[src/design/assert_macros.svh]
// Assertion macros shared by the sorted set merge RTL.
// Define NO_ASSERTIONS to compile every check away.
`ifndef ASSERT_MACROS_SVH
`define ASSERT_MACROS_SVH
`ifndef NO_ASSERTIONS
// cond holds at every clock edge outside reset
`define CHK_ALWAYS(lbl, clk, rst, cond) \
  lbl: assert property (@(posedge clk) disable iff (rst) (cond)) \
    else $error("check failed: invariant");
// cons holds in the same cycle as ante
`define CHK_IMPLIES(lbl, clk, rst, ante, cons) \
  lbl: assert property (@(posedge clk) disable iff (rst) (ante) |-> (cons)) \
    else $error("check failed: implication");
// cons holds in the cycle after ante
`define CHK_NEXT(lbl, clk, rst, ante, cons) \
  lbl: assert property (@(posedge clk) disable iff (rst) (ante) |=> (cons)) \
    else $error("check failed: next cycle");
`else
`define CHK_ALWAYS(lbl, clk, rst, cond)
`define CHK_IMPLIES(lbl, clk, rst, ante, cons)
`define CHK_NEXT(lbl, clk, rst, ante, cons)
`endif
`endif

[src/design/ssm_pkg.sv]
// Shared types and constants for the sorted set merge block.
// No dependencies; imported by every module of the block.
package ssm_pkg;

  localparam int SET_DEPTH = 32;
  localparam int ADDR_W    = (SET_DEPTH > 1) ? $clog2(SET_DEPTH) : 1;
  localparam int CNT_W     = $clog2(SET_DEPTH + 1);

  localparam int QUEUE_DEPTH = 4;
  localparam int QPTR_W      = $clog2(QUEUE_DEPTH);
  localparam int QCNT_W      = $clog2(QUEUE_DEPTH + 1);

  // request codes on the input tuser
  localparam logic [1:0] REQ_LOAD_A = 2'd0;
  localparam logic [1:0] REQ_LOAD_B = 2'd1;
  localparam logic [1:0] REQ_RUN    = 2'd2;

  // set_mode codes
  localparam logic [1:0] MODE_UNION = 2'd0;
  localparam logic [1:0] MODE_INTER = 2'd1;
  localparam logic [1:0] MODE_DIFF  = 2'd2;

  // register index on the config port
  localparam logic REG_SET_MODE = 1'b0;

  localparam logic [31:0] SCORE_MAX = 32'h7FFF_FFFF;
  localparam logic [31:0] SCORE_MIN = 32'h8000_0000;

  typedef enum logic [1:0] {
    KIND_LOAD_A = 2'd0,
    KIND_LOAD_B = 2'd1,
    KIND_RUN    = 2'd2
  } kind_t;

  typedef struct packed {
    kind_t       kind;
    logic [31:0] row;
    logic [31:0] score;
  } cmd_t;

  typedef struct packed {
    logic valid;
    cmd_t cmd;
  } q_head_t;

endpackage

[src/design/ssm_front.sv]
// Front end: takes input words, classifies the request and queues commands.
// Depends on ssm_pkg.
module ssm_front (
  input  logic            clk,
  input  logic            rst,
  input  logic            s_tvalid,
  output logic            s_tready,
  input  logic [63:0]     s_tdata,   // row_id [31:0], score_in [63:32]
  input  logic [1:0]      s_tuser,   // req_type [1:0]
  output ssm_pkg::q_head_t q_head,
  input  logic            q_pop
);
  import ssm_pkg::*;

  cmd_t              queue [QUEUE_DEPTH];
  logic [QPTR_W-1:0] wr_ptr;
  logic [QPTR_W-1:0] rd_ptr;
  logic [QCNT_W-1:0] fill;

  cmd_t in_cmd;
  logic in_known;
  logic push;
  logic pop;

  always_comb begin
    in_cmd.row   = s_tdata[31:0];
    in_cmd.score = s_tdata[63:32];
    in_known     = 1'b1;
    case (s_tuser)
      REQ_LOAD_A: in_cmd.kind = KIND_LOAD_A;
      REQ_LOAD_B: in_cmd.kind = KIND_LOAD_B;
      REQ_RUN:    in_cmd.kind = KIND_RUN;
      default: begin
        // unused request: accepted and dropped
        in_cmd.kind = KIND_LOAD_A;
        in_known    = 1'b0;
      end
    endcase
  end

  assign s_tready = (fill != QCNT_W'(QUEUE_DEPTH));
  assign push     = s_tvalid && s_tready && in_known;
  assign pop      = q_pop && (fill != '0);

  always_ff @(posedge clk) begin
    if (push) begin
      queue[wr_ptr] <= in_cmd;
    end
  end

  always_ff @(posedge clk) begin
    if (rst) begin
      wr_ptr <= '0;
      rd_ptr <= '0;
      fill   <= '0;
    end else begin
      if (push) wr_ptr <= wr_ptr + 1'b1;
      if (pop)  rd_ptr <= rd_ptr + 1'b1;
      case ({push, pop})
        2'b10:   fill <= fill + 1'b1;
        2'b01:   fill <= fill - 1'b1;
        default: fill <= fill;
      endcase
    end
  end

  assign q_head.valid = (fill != '0);
  assign q_head.cmd   = queue[rd_ptr];

endmodule

[config.mk]
export PLATFORM = sky130hd
export DESIGN_NAME = ssm_front
export DESIGN_NICKNAME = d
export VERILOG_FILES = /design/src/design/assert_macros.svh /design/src/design/ssm_pkg.sv /design/src/design/ssm_front.sv
export SDC_FILE = /design/constraint.sdc
export NUM_CORES = 1
export LEC_CHECK = 0
export BUFFER_PORTS_ARGS = -buffer_cell sky130_fd_sc_hd__buf_4
export CAP_MARGIN = 10
export CORE_UTILIZATION = 55
export CTS_BUF_LIST = sky130_fd_sc_hd__clkbuf_8
export DETAILED_ROUTE_END_ITERATION = 8
export GPL_TIMING_DRIVEN = 0
export PLACE_DENSITY = 0.77
export SETUP_SLACK_MARGIN = 0.4
export SLEW_MARGIN = 20
export SYNTH_ARGS = -nofsm -noshare
export SYNTH_HDL_FRONTEND = slang
export SYNTH_SLANG_ARGS = --single-unit
[constraint.sdc]
create_clock -name clk -period 6.6 [get_ports clk]
set_input_delay 0.33 -clock clk [delete_from_list [all_inputs] [get_ports clk]]
set_output_delay 0.33 -clock clk [all_outputs]
set_load 0.005 [all_outputs]
==> flow_summary.ini <==
[run_status]
outcome = finished clean

[synth]
synth.net_count = 475
yosysWarnings = 0
netlist_instances = 399
yosys.area.top_type = edfxtp_1
syn-cell-area_um2 = 10000
yosys-top-cells-area = edfxtp_1, mux4_2, dfxtp_1
synth_cell_types = 26
ys_ff_latch = 273
synth-seq-area-share_pct = 80.8
syn_area_per_cell_um2 = 25.1
synth_top_area_share_pct = 79.1

[finish]
layout_common_cells = edfxtp_1, buf_4, mux4_2
stdcell_area_um2 = 12800
fillCellCount = 1089
layout-drive-gt1-share_pct = 40.8
multi_input_area_um2 = 1800
fin_cells = 905
register_area_um2 = 8110
final_common_cell = edfxtp_1
n_antenna_cell = 0
nNetsFinal = 721
synthToLayoutAreaGrowth_pct = 27.9

[power_and_ir_drop]
ir_drop_mv = 0.316
p_leak_uw = 0.00445
power_uw = 4410
powerDensity_nw_per_um2 = 344

[sta]
min_period_ps = 2380
fin_tns_setup_ps = 0
rsz0062_at_grt = no
hold_viol = 0
clock.fmax_mhz = 420
finClkSkew_ps = 17.4
slew_headroom_pct = 55.6
period_share_pct = 36.0
fin_hold_ws_ps = 39.3
tightest_slew_ps = 666
drv_slew = 0
final-setup-viol-count = 0

[global_route]
track_usage_pct = 19.7
grt_antenna_before_repair = 0
grt_pass1_wl_um = 27300
grt_max_degree = 41
grt_remaining_overflow = 0
grt_pass1_vias = 5313

[floorplanning]
die_w_um = 137
io_pins = 138
start_util_pct = 56.0
die-area_um2 = 18800
core_um2 = 17900
die_y_um = 137
row_count = 49

[worst_hold_path]
hp-class = in -> reg
holdPathEnd = queue[0][50]
hold_start = s_tdata[18]
whs_path_depth = 1

[setup_path]
worstPathMaxFanout = 10
r2r_end = fill[1]
cp-start-kind = flip-flop
reg2reg_depth = 9
reg2reg_from = fill[0]
worstPathArrival_ps = 2050
path_class = reg -> out
crit_required_ps = 6270
rrSetupSlack_ps = 4410
crit_path_end_kind = output port

[job]
max_cap_viol_count = 0

[detailed_routing]
ant_nets = 0
wl_per_cell_um = 19.9
via_per_inst = 5.45
via_count = 4932
dr.pass1.iters = 4
drc = 0
wirelength_um = 18000
drt_iter0_drc = 234

[cts]
clock_latency_ps = 510
clkSlewWorstSetupHoldPaths_ps = 60
cts-root-buf = clkbuf_8
clock_sinks = 273
clock_tree.buffer_depth = 3
cts-buffers-inserted = 41
cts_tree = yes
cts_resized = 0
htreeDepth = 2

[place]
dpl-instance-area_um2 = 11500
placed_cells = 768
place.port_buffers = 136
gp_congestion = 0.756
dp_hpwl_um = 10500
## cell type report
type	instances	share of cell area (%)
Sequential cell	273	63.2
Multi-Input combinational cell	104	14.0
Timing Repair Buffer	203	13.7
Clock buffer	45	4.83
Tap cell	229	2.23
Clock inverter	29	0.946
Buffer	15	0.839
Inverter	7	0.205
## per-layer routing
| layer | global-route usage, % | share of wire (%) |
|---|---|---|
| met1 | 25.8 | 41 |
| met2 | 32.6 | 52 |
| met3 | 4.22 | 5.7 |
| met4 | 7.02 | 1.9 |
| met5 | 0 | 0 |
## worst max-delay path, cell delays in order, from the launching register on
cell,delay [ps]
dfxtp_1,360
buf_2,320
buf_2,340
mux4_2,360
buf_4,150
## power by group
part | internal [µW] | total (µW) | leakage, µW | switching [µW]
combinational | 647 | 1110 | 0.00152 | 463
sequential | 2040 | 2080 | 0.00249 | 43.1
clock | 628 | 1220 | 0.000446 | 593
## cells in the mapped netlist (all sizes together)
cell type,number
edfxtp,264
inv,7
ha,5
fa,1
and2,4
nor2,9
nor2b,2
nand2,1
a221oi,1
dfxtp,9
xnor2,1
xor2,3
mux2,1
a21oi,2
o31a,1
mux2i,1
nand2b,2
clkbuf,3
or3,2
mux4,66
o21ai,1
buf,12
o311ai,1
## through the flow
step	setup WS, ps	util, %
after floorplan	3770	-
after global routing	4100	71.7
after detailed placement	4450	64.0
final	4220	71.7
after CTS	4190	71.7
after global placement	2560	63.3
## how the worst max path moves through the flow
| stage | end | slack (ps) | cells past startpoint |
|---|---|---|---|
| 6_report | q_head[20] | 4220 | 4 |
| 5_1_grt | q_head[20] | 4100 | 4 |
| 4_1_cts | q_head[40] | 4190 | 4 |
| 3_5_place_dp | fill[1] | 4450 | 9 |
| 3_3_place_gp | queue[2][51] | 2560 | 3 |
| 2_1_floorplan | queue[0][0] | 3770 | 3 |
## cell families after synthesis
group | synth area share (%)
AND/OR/NAND/NOR | 1.02
flip-flops | 80.8
buffers and inverters | 1.33
AO/OA/AOI/OAI | 0.586
XOR/XNOR | 0.349
multiplexers | 15.0
adder cells (fa/ha/maj) | 0.823
## state kept, by name (all words and copies together), names as in the netlist, named ones only
name,cells
queue,264
fill,3
wr_ptr,2
rd_ptr,2
## what timing repair did
item,in CTS,in global routing
hold buffers,63,0
endpoints found under the hold margin,249,0
setup buffers,0,0
endpoints found under the setup margin,0,0
(Power assumes the default switching activity.)
